<file path="config.mk">
export PLATFORM = sky130hd
export DESIGN_NAME = qpt_ctrl
export DESIGN_NICKNAME = d
export VERILOG_FILES = /design/src/rtl/qpt_pkg.sv /design/src/rtl/qpt_ctrl.sv
export SDC_FILE = /design/constraint.sdc
export NUM_CORES = 1
export LEC_CHECK = 0
export BUFFER_PORTS_ARGS = -buffer_cell sky130_fd_sc_hd__buf_2
export CORE_UTILIZATION = 40
export DETAILED_ROUTE_END_ITERATION = 12
export GPL_ROUTABILITY_DRIVEN = 1
export PLACE_DENSITY = 0.72
export SETUP_SLACK_MARGIN = 0.2
export SYNTH_ARGS = -nofsm -noshare
export SYNTH_HDL_FRONTEND = slang
export SYNTH_SLANG_ARGS = --single-unit
</file>
<file path="constraint.sdc">
create_clock -name clk_i -period 4.2 [get_ports clk_i]
set_clock_uncertainty 0.15 [all_clocks]
set_input_delay 0.84 -clock clk_i [delete_from_list [all_inputs] [get_ports clk_i]]
set_output_delay 0.84 -clock clk_i [all_outputs]
set_load 0.02 [all_outputs]
</file>
<file path="src/rtl/qpt_pkg.sv">
// ----------------------------------------------------------------------------
// qpt_pkg
// Shared types and constants of the qubit placement table.
// ----------------------------------------------------------------------------
`default_nettype none

package qpt_pkg;

  localparam int unsigned QubitW = 10;
  localparam int unsigned SideW  = 6;
  localparam int unsigned CountW = 2 * SideW;  // holds side squared
  localparam int unsigned CellW  = 5;
  localparam int unsigned AreaW  = 11;

  localparam logic [SideW-1:0] SideReset = 6'd32;
  localparam logic [AreaW-1:0] AreaMax   = 11'd2047;

  typedef enum logic [2:0] {
    OP_LOAD    = 3'd0,
    OP_SWAP    = 3'd1,
    OP_POS     = 3'd2,
    OP_AREA    = 3'd3,
    OP_OVERLAP = 3'd4
  } op_e;

  // One of the four qubit operands of a request
  typedef logic [1:0] slot_t;

  typedef struct packed {
    logic  load_item;
    logic  clr_step;
    logic  rd_en;
    slot_t rd_sel;
    logic  wr_en;
    slot_t wr_sel;
    logic  wr_from_phys;
    slot_t wr_phys_sel;
    logic  div_init;
    logic  div_step;
    logic  div_store;
    slot_t div_sel;
    logic  res_load;
    logic  res_err;
  } cmd_t;

  typedef struct packed {
    op_e  op;
    logic idx_bad;
    logic phys_bad;
    logic clr_last;
    logic div_last;
  } status_t;

endpackage

`default_nettype wire

</file>
<file path="src/rtl/qpt_ctrl.sv">
// ----------------------------------------------------------------------------
// qpt_ctrl
// Sequencer: table clear after reset, index and cell checks, table reads
// and writes, coordinate divisions and the result hand-off.
// ----------------------------------------------------------------------------
`default_nettype none

module qpt_ctrl (
  input  wire logic             clk_i,
  input  wire logic             rst_ni,
  input  wire logic             in_valid_i,
  output logic                  in_stall_o,
  output logic                  out_valid_o,
  input  wire logic             out_stall_i,
  input  wire qpt_pkg::status_t status_i,
  output qpt_pkg::cmd_t         cmd_o
);

  typedef enum logic [3:0] {
    ST_CLEAR,
    ST_IDLE,
    ST_CHECK,
    ST_READ,
    ST_PCHECK,
    ST_DIV_INIT,
    ST_DIV_STEP,
    ST_DIV_STORE,
    ST_WRITE,
    ST_RESULT
  } state_e;

  state_e         state_q, state_d;
  qpt_pkg::slot_t slot_q, slot_d;
  logic           err_q, err_d;
  logic           out_valid_q, out_valid_d;
  logic           last_slot;
  logic           out_free;
  qpt_pkg::cmd_t  cmd;

  // Highest operand slot touched by each operation
  function automatic qpt_pkg::slot_t slot_last(input qpt_pkg::op_e op);
    qpt_pkg::slot_t s;
    unique case (op)
      qpt_pkg::OP_SWAP,
      qpt_pkg::OP_AREA:    s = 2'd1;
      qpt_pkg::OP_OVERLAP: s = 2'd3;
      default:             s = 2'd0;
    endcase
    return s;
  endfunction

  always_comb begin
    state_d     = state_q;
    slot_d      = slot_q;
    err_d       = err_q;
    out_valid_d = out_valid_q;
    cmd         = '0;
    last_slot   = (slot_q == slot_last(status_i.op));
    out_free    = !out_valid_q || !out_stall_i;

    if (out_valid_q && !out_stall_i) begin
      out_valid_d = 1'b0;
    end

    unique case (state_q)
      ST_CLEAR: begin
        cmd.clr_step = 1'b1;
        if (status_i.clr_last) begin
          state_d = ST_IDLE;
        end
      end
      ST_IDLE: begin
        if (in_valid_i) begin
          cmd.load_item = 1'b1;
          slot_d        = '0;
          err_d         = 1'b0;
          state_d       = ST_CHECK;
        end
      end
      ST_CHECK: begin
        slot_d = '0;
        priority if (status_i.idx_bad) begin
          err_d   = 1'b1;
          state_d = ST_RESULT;
        end else if (status_i.op == qpt_pkg::OP_LOAD) begin
          state_d = ST_WRITE;
        end else if (status_i.op == qpt_pkg::OP_SWAP || status_i.op == qpt_pkg::OP_POS ||
                     status_i.op == qpt_pkg::OP_AREA ||
                     status_i.op == qpt_pkg::OP_OVERLAP) begin
          state_d = ST_READ;
        end else begin
          state_d = ST_RESULT;
        end
      end
      ST_READ: begin
        cmd.rd_en  = 1'b1;
        cmd.rd_sel = slot_q;
        if (last_slot) begin
          slot_d  = '0;
          state_d = (status_i.op == qpt_pkg::OP_SWAP) ? ST_WRITE : ST_PCHECK;
        end else begin
          slot_d = slot_q + 2'd1;
        end
      end
      ST_PCHECK: begin
        // a stored cell index may be stale after the side shrank
        if (status_i.phys_bad) begin
          err_d   = 1'b1;
          state_d = ST_RESULT;
        end else begin
          state_d = ST_DIV_INIT;
        end
      end
      ST_DIV_INIT: begin
        cmd.div_init = 1'b1;
        cmd.div_sel  = slot_q;
        state_d      = ST_DIV_STEP;
      end
      ST_DIV_STEP: begin
        cmd.div_step = 1'b1;
        if (status_i.div_last) begin
          state_d = ST_DIV_STORE;
        end
      end
      ST_DIV_STORE: begin
        cmd.div_store = 1'b1;
        cmd.div_sel   = slot_q;
        if (last_slot) begin
          slot_d  = '0;
          state_d = ST_RESULT;
        end else begin
          slot_d  = slot_q + 2'd1;
          state_d = ST_DIV_INIT;
        end
      end
      ST_WRITE: begin
        // swap writes each entry with the cell read for the other one
        cmd.wr_en        = 1'b1;
        cmd.wr_sel       = slot_q;
        cmd.wr_from_phys = (status_i.op == qpt_pkg::OP_SWAP);
        cmd.wr_phys_sel  = {1'b0, ~slot_q[0]};
        if (last_slot) begin
          slot_d  = '0;
          state_d = ST_RESULT;
        end else begin
          slot_d = slot_q + 2'd1;
        end
      end
      ST_RESULT: begin
        if (out_free) begin
          cmd.res_load = 1'b1;
          cmd.res_err  = err_q;
          out_valid_d  = 1'b1;
          state_d      = ST_IDLE;
        end
      end
      default: begin
        state_d = ST_IDLE;
      end
    endcase
  end

  always_ff @(posedge clk_i or negedge rst_ni) begin
    if (!rst_ni) begin
      state_q     <= ST_CLEAR;
      slot_q      <= '0;
      err_q       <= 1'b0;
      out_valid_q <= 1'b0;
    end else begin
      state_q     <= state_d;
      slot_q      <= slot_d;
      err_q       <= err_d;
      out_valid_q <= out_valid_d;
    end
  end

  assign in_stall_o  = (state_q != ST_IDLE);
  assign out_valid_o = out_valid_q;
  assign cmd_o       = cmd;

endmodule

`default_nettype wire

</file>
Word level (Yosys, flattened, before mapping)
Index checks and enable logic that the tools add are counted.
Storage, ports and cells
  register bits after elaboration: 8
  bits in latches: 0
  RAM bits: 0
  ROM bits: 0
  input bits: 11
  logic and storage cells: 81
  memories kept: 0
Operators by class
  add/sub/neg operators: 1
  multipliers: 0
  div/mod/pow operators: 0
  magnitude comparators: 0
  equal/unequal tests: 23
  shifts and indexed selects: 0
  mux-type cells: 35
  bitwise operators: 1
  reduce and logical (&&, ||, !) cells: 17
Operator list (count)
  $mux W4: 12
  $pmux W4 S10: 1
  $eq A4 B3 Y1 const B: 4
  $ne A2 B2 Y1 const B: 8
  $mux W1: 12
  $mux W2: 5
  $eq A4 B2 Y1 const B: 2
  $eq A4 B4 Y1 const B: 2
  $eq A3 B2 Y1 const B: 2
  $mux W6: 1
  $pmux W2 S3: 1
  $reduce_and A6 Y1: 1
  $reduce_bool A3 Y1: 2
  $eq A4 B1 Y1 const B: 1
  $logic_not A4 Y1: 1
  $logic_or A1 B1 Y1: 4
  $ne A4 B1 Y1 const B: 1
  $pmux W2 S2: 1
  $reduce_and A4 Y1: 1
  $reduce_or A2 Y1: 2
  $eq A3 B1 Y1 const B: 1
  $eq A3 B3 Y1 const B: 1
  $logic_not A3 Y1: 1
  $mux W3: 1
  8 further kinds: 9

Longest topological paths before layout
Gate-level depths: netlist of run 1.
  depth in word-level cells: 8
  gate-level depth with buffers: 7
  mapped depth without buffers: 6

Worst setup path before layout of run 1
Ideal clock, no wire load.
  path type: input port to output port
  start point: input status_i[6] in the netlist's numbering
  end point: output cmd_o[9] in the netlist's numbering
  data arrival time: 1.619 ns
  setup slack: 1.591 ns
  cell stages on the path: 2
  buffers on the path: 0
  cell sequence: or3b_2 nor2_1
RTL lines
  from (decl): RTL line qpt_ctrl.sv:15  | input wire qpt_pkg::status_t status_i,
  to (decl): RTL line qpt_ctrl.sv:16  | output qpt_pkg::cmd_t cmd_o

==> results of run 1 <==
## layer usage
metal | up-vias | track usage (%) | wire length (um)
met5 | - | 0 | 0
met4 | 0 | 12.1 | 32
met3 | 4 | 1.59 | 81
met2 | 25 | 29.7 | 850
met1 | 383 | 28.9 | 927
li1 | 426 | - | -
## cell type report
cell class / count / area (um2) / share of cell area (%)
sequential: 8 / 200 / 21.6
tap: 25 / 31.3 / 3.37
inverter: 5 / 18.8 / 2.02
multi-input combinational: 85 / 509 / 54.9
timing repair buffer: 29 / 145 / 15.7
clock buffer: 3 / 22.5 / 2.43
## synth_stat cells, drive strengths merged
master	number	share of area, %
nor2	18	8.9
nor3	2	1.3
conb	1	0.49
a32o	1	1.3
and2b	1	0.99
nor4	2	1.6
a31oi	3	2.5
a211oi	1	0.99
and2	4	3.6
nand3	1	0.66
nand2	7	3.4
or3	1	0.82
inv	5	2.5
o32a	1	1.3
nand4	1	0.82
nor2b	2	1.6
o211ai	1	0.99
o21ai	8	5.3
o31ai	1	0.99
nand4bb	1	1.5
a22o	1	1.1
or3b	1	1.1
nand3b	2	2.0
clkbuf	3	1.5
a21oi	6	4.4
o22a	1	1.1
o311ai	1	1.1
buf	4	3.0
nor4bb	1	1.3
dfrtp	8	26
and3	5	4.1
or4b	1	1.8
mux2	1	1.5
nor3b	2	2.0
o21a	1	0.99
o22ai	1	1.6
a21o	1	0.99
nand2b	3	2.5
## state kept, by name (all words and copies together) (netlist names)
register / count
state_q: 4
slot_q: 2
err_q: 1
out_valid_o: 1
## cells in the final DEF, fill, tap and decap left out, types with 2 or more instances in the layout
cell type	netlist	final
clkbuf_4	0	3
nand3b_1	2	2
a31oi_1	3	3
a21oi_1	5	5
dfrtp_1	8	8
nor4_1	2	2
nand2_1	7	7
o21ai_1	2	2
nor3_1	2	2
nor2b_1	2	2
o21ai_0	6	6
nand2b_1	3	3
nor3b_1	2	2
and3_1	5	5
and2_1	3	3
inv_1	5	5
nor2_1	18	18
buf_2	3	29
## power by group
group / switching, mW / total [mW] / leakage (nW) / internal (mW)
registers: 0.0874 / 0.199 / 0.102 / 0.111
logic: 0.203 / 0.371 / 0.363 / 0.168
clock network: 0.0256 / 0.0583 / 0.0138 / 0.0327
## critical path, stage by stage, from the launching register on
cell	delay [ns]
dfrtp_1	0.68
or4b_4	0.55
nor2_1	0.13
buf_2	0.18
## final timing paths
kind	to	slack, ns
max	cmd_o[17]	1.42
min	state_q[3]	0.26
max reg2reg	state_q[2]	2.08
min reg2reg	err_q	0.38
max in group asynchronous	err_q	3.47
min in group clk_i	err_q	0.38
## logic make-up (layout without fill, tap and decap cells)
family	count (synthesis)	after routing	share of synthesized area [%]
other	1	1	0.492
AO/OA/AOI/OAI	28	28	24.8
flip-flops	8	8	26.3
AND/OR/NAND/NOR	55	55	40.1
multiplexers	1	1	1.48
buffers and inverters	12	37	6.90
## stage by stage
stage | hold WS, ns | instance area [um2] | worst slack (ns) | util [%] | cells
final | 0.264 | 927 | 1.42 | 52.6 | 155
after global routing | 0.275 | 927 | 1.34 | 52.6 | 155
after CTS | 0.263 | 927 | 1.42 | 52.6 | 155
after detailed placement | 0.373 | 905 | 1.46 | 51.3 | 152
after global placement | 0.333 | 905 | 1.48 | 51.3 | 152
after floorplan | 0.304 | 762 | 1.59 | - | 105
==> impl_metrics.env, run 1 <==
export IMPL_status="completed"
export IMPL_drc=0
export IMPL_cts_hold_buf=0
export IMPL_post_route_period_util_pct=66.2
export IMPL_min_period_ns=2.78
export IMPL_timing_setup_tns_ns=0
export IMPL_post_cts_buffers=0
export IMPL_antenna_left=0
export IMPL_r2r_cells=5
export IMPL_port_buffer_count=29
export IMPL_setup_viol=0
export IMPL_slew_headroom_pct=63.8
export IMPL_path_clk_slew_ns=0.05
export IMPL_vdd_drop_max_v=0.000292
export IMPL_synth_seq_cells=8
export IMPL_ys_types=42
export IMPL_critPathCaptureType="output pin"
export IMPL_ys_seq_area_share_pct=26.3
export IMPL_p_leak_nw=0.478
export IMPL_hold_violations=0
export IMPL_fin_nets=143
export IMPL_place_gp_congestion=0.893
export IMPL_clock_latency_ns=0.25
export IMPL_vias_per_cell=5.41
export IMPL_critPathMaxFanout=20
export IMPL_cts_made_buffers=3
export IMPL_core_um2=1760
export IMPL_startpoint="state_q[0]"
export IMPL_reg2reg_from="state_q[0]"
export IMPL_total_power_mw=0.628
export IMPL_start_util_pct=43.2
export IMPL_boundaryPins=31
export IMPL_grt_ovfl_total=0
export IMPL_grt_antenna_before_repair=0
export IMPL_grt_pass1_vias=738
export IMPL_maxSlewViolCount=0
export IMPL_h_tree_depth=1
export IMPL_track_usage_pct=20.4
export IMPL_p_per_area_nw_per_um2=677
export IMPL_syn_to_final_growth_pct=21.7
export IMPL_yosys_warnings=0
export IMPL_worst_slew_pin_slew_ns=0.543
export IMPL_via_count=838
export IMPL_cp_arrival_ns=1.79
export IMPL_grt_pass1_wl_um=3090
export IMPL_timing_fmax_mhz=360
export IMPL_dieArea_um2=2080
export IMPL_clockBufferDepth=2
export IMPL_syn_nets=116
export IMPL_grt_setup_unrepaired="false"
export IMPL_cts_tree="built"
export IMPL_synth_area_per_cell_um2=7.26
export IMPL_syn_cell_area_um2=762
export IMPL_fillers=202
export IMPL_maxCapViolCount=0
export IMPL_cts_sinks=8
export IMPL_setup_worst_path_start_class="flop"
export IMPL_syn_instance_count=105
export IMPL_hold_class="input pin to async pin"
export IMPL_die_w_um=45.6
export IMPL_wl_um=1890
export IMPL_die_h_um=45.6
export IMPL_path_class="flop to output pin"
export IMPL_hpwlAfterDp_um=1430
export IMPL_diodes=0
export IMPL_first_pass_iters=5
export IMPL_cts_resized=0
export IMPL_cp_data_required_time_ns=3.21
export IMPL_rows=15
export IMPL_wl_per_cell_um=12.2
export IMPL_grt_max_degree=21
export IMPL_drt_iter0_markers=15
export IMPL_cts_root_buffer="clkbuf_4"
export IMPL_drive_above_1_share_pct=29.2
Note: power is estimated with default switching activity, not from simulation.
==> run 2, diff against run 1 <==
- ABC_AREA: unset -> 1
- PLACE_DENSITY: 0.72 -> 0.73
- clock period: 4.2 -> 2.3 ns (I/O delays scaled with it)
==> impl_metrics.env, run 2 <==
export IMPL_total_power_mw=1.22
export IMPL_syn_instance_count=145
export IMPL_synth_edf_count=0
export IMPL_synth_area_per_cell_um2=6.00
export IMPL_combPwrFrac_pct=67.7
export IMPL_synth_seq_cells=8
export IMPL_grt_pass1_vias=825
export IMPL_regToRegSetupSlack_ns=0.81
export IMPL_grt_pass1_wl_um=3600
export IMPL_core_um2=2000
export IMPL_switching_share_pct=56.7
export IMPL_setup_viol=0
export IMPL_yosysMostFrequentCell="nand2_1"
export IMPL_highest_layer="met4"
export IMPL_crit_slowest_cell="dfrtp_1"
export IMPL_internal_power_mw=0.529
export IMPL_largest_register_ffs=4
export IMPL_grt_setup_unrepaired="true"
export IMPL_yosys_warnings=0
export IMPL_syn_nets=156
export IMPL_maxCapViolCount=0
export IMPL_cp_data_required_time_ns=1.69
export IMPL_synth_top_area_share_pct=23.0
export IMPL_min_period_ns=2.01
export IMPL_ys_seq_area_share_pct=23.0
export IMPL_timing_fmax_mhz=498
export IMPL_cp_arrival_ns=1.40
export IMPL_place_gp_congestion=0.942
export IMPL_p_seq_share_pct=22.6
export IMPL_reg2reg_from="slot_q[1]"
export IMPL_hold_violations=0
export IMPL_syn_to_final_growth_pct=24.0
export IMPL_ys_top_cells_by_area="dfrtp_1 (23%), nand2_1 (17%), nor2_1 (9.9%)"
export IMPL_start_util_pct=43.4
export IMPL_netlist_top_cells_count="nand2_1 (40), nor2_1 (23), inv_1 (16)"
export IMPL_syn_cell_area_um2=870
export IMPL_critPathCaptureType="output pin"
export IMPL_boundaryPins=31
export IMPL_crit_chain="inv_2 -> nand2_2 -> nor2_2 -> inv_2 -> nor2_2 -> buf_2"
export IMPL_ys_types=22
export IMPL_hpwlAfterDp_um=1780
export IMPL_setup_worst_path_start_class="flop"
export IMPL_rows=16
export IMPL_status="completed"
export IMPL_timing_setup_tns_ns=0
export IMPL_startpoint="state_q[3]"
export IMPL_h_tree_depth=1
export IMPL_p_leak_nw=0.661
export IMPL_regMostFlops="state_q"
export IMPL_rr_endpoint="state_q[3]"
export IMPL_met2_length_um=1010
export IMPL_wl_met3_um=125
export IMPL_clock_latency_ns=0.27
export IMPL_diodes=0
export IMPL_clockBufferDepth=2
export IMPL_fillers=206
export IMPL_hold_class="input pin to flop"
export IMPL_final_common_cell="nand2_1"
export IMPL_track_usage_pct=19.7
export IMPL_yosys_area_top_type="dfrtp_1"
export IMPL_wl_per_cell_um=10.6
export IMPL_r2r_cells=10
export IMPL_switching_power_mw=0.694
export IMPL_synth_flop_cell="dfrtp_1"
export IMPL_drc=0
export IMPL_maxSlewViolCount=0
export IMPL_p_per_area_nw_per_um2=1130
export IMPL_vias_per_cell=4.70
export IMPL_layout_common_cells="nand2_1 (40), buf_2 (29), nor2_1 (23)"
export IMPL_cp_endpoint="cmd_o[17]"
export IMPL_cts_root_buffer="clkbuf_4"
export IMPL_die_h_um=48.6
export IMPL_critPathMaxFanout=4
export IMPL_antenna_left=0
export IMPL_port_buffer_count=29
export IMPL_vdd_drop_max_v=0.000840
export IMPL_slowest_delay_ns=0.43
export IMPL_wl_met1_um=996
export IMPL_grt_antenna_before_repair=0
export IMPL_path_clk_slew_ns=0.07
export IMPL_cts_sinks=8
export IMPL_wl_um=2160
export IMPL_grt_max_degree=9
export IMPL_cts_tree="built"
export IMPL_post_route_period_util_pct=87.2
export IMPL_power_frac_clock_pct=9.7
export IMPL_synthArstFlopShare_pct=100
export IMPL_top_regs="state_q: 4 flops, slot_q: 2 flops"
export IMPL_grt_ovfl_total=0
export IMPL_path_class="flop to output pin"
export IMPL_fin_nets=189
export IMPL_dieArea_um2=2360
export IMPL_via_count=954
export IMPL_die_w_um=48.6
export IMPL_drt_iter0_markers=31
export IMPL_drive_above_1_share_pct=36.9
export IMPL_first_pass_iters=4
export IMPL_cts_made_buffers=3
[run 2: kinds of logic (layout without fill, tap and decap cells)]
group           Yosys count  in the layout  synth area share, %
compound gates            9              9                 6.33
buf+inv                  25             56                 11.7
other cells               1              1                0.431
xor+xnor                  1              1                 1.01
simple gates            101            101                 57.6
flops                     8              8                 23.0
[run 2: worst min path at each step]
stage	start	endpoint	cells past startpoint	slack, ns
6_report	out_stall_i	out_valid_o	3	0.31
5_1_grt	out_stall_i	out_valid_o	3	0.34
4_1_cts	out_stall_i	out_valid_o	3	0.30
3_5_place_dp	rst_ni	state_q[1]	1	0.17
3_3_place_gp	rst_ni	state_q[1]	1	0.17
2_1_floorplan	rst_ni	err_q	0	0.01
[run 2: metrics by stage]
stage / instance area, um2 / util, % / setup slack, ns / hold WS [ns] / std cells
floorplan: 870 / - / 0.424 / 0.0144 / 145
global placement: 1030 / 51.6 / 0.564 / 0.170 / 199
detailed placement: 1030 / 51.6 / 0.543 / 0.175 / 199
CTS: 1070 / 53.3 / 0.227 / 0.303 / 203
global route: 1080 / 53.9 / 0.196 / 0.336 / 203
finish: 1080 / 53.9 / 0.294 / 0.310 / 203
[run 2: power groups by stage]
stage / clock network, mW / registers (mW) / logic [mW]
2_1_floorplan: 0 / 0.246 / 0.663
3_3_place_gp: 0 / 0.262 / 0.807
3_5_place_dp: 0 / 0.265 / 0.815
4_1_cts: 0.118 / 0.263 / 0.821
5_1_grt: 0.126 / 0.286 / 0.916
6_report: 0.119 / 0.277 / 0.827
[run 2: area by class of cell]
cell class	instances	area [um2]	area share, %
multi-input cells	112	578	53.6
flip-flops and latches	8	203	18.8
repair buffers	30	155	14.4
inverters	23	86.3	8.00
well taps	27	33.8	3.13
clock buffers	3	22.5	2.09
[run 2: critical path, delay by kind of cell (launching register included)]
family        cells  cell delay (ns)
flops             1             0.43
buf+inv           3             0.35
simple gates      3             0.35
[run 2: routing by layer]
metal  vias up  global-route usage, %
met1       412                   25.0
met5         -                      0
met4         0                   7.35
met3         4                   2.83
met2        33                   33.6
li1        505                      -
[run 2: what timing repair did]
action | CTS | global route
hold endpoints to repair | 8 | 0
resized for setup | 0 | 4
setup endpoints to repair | 0 | 6
hold buffers | 1 | 0
setup buffers | 0 | 0
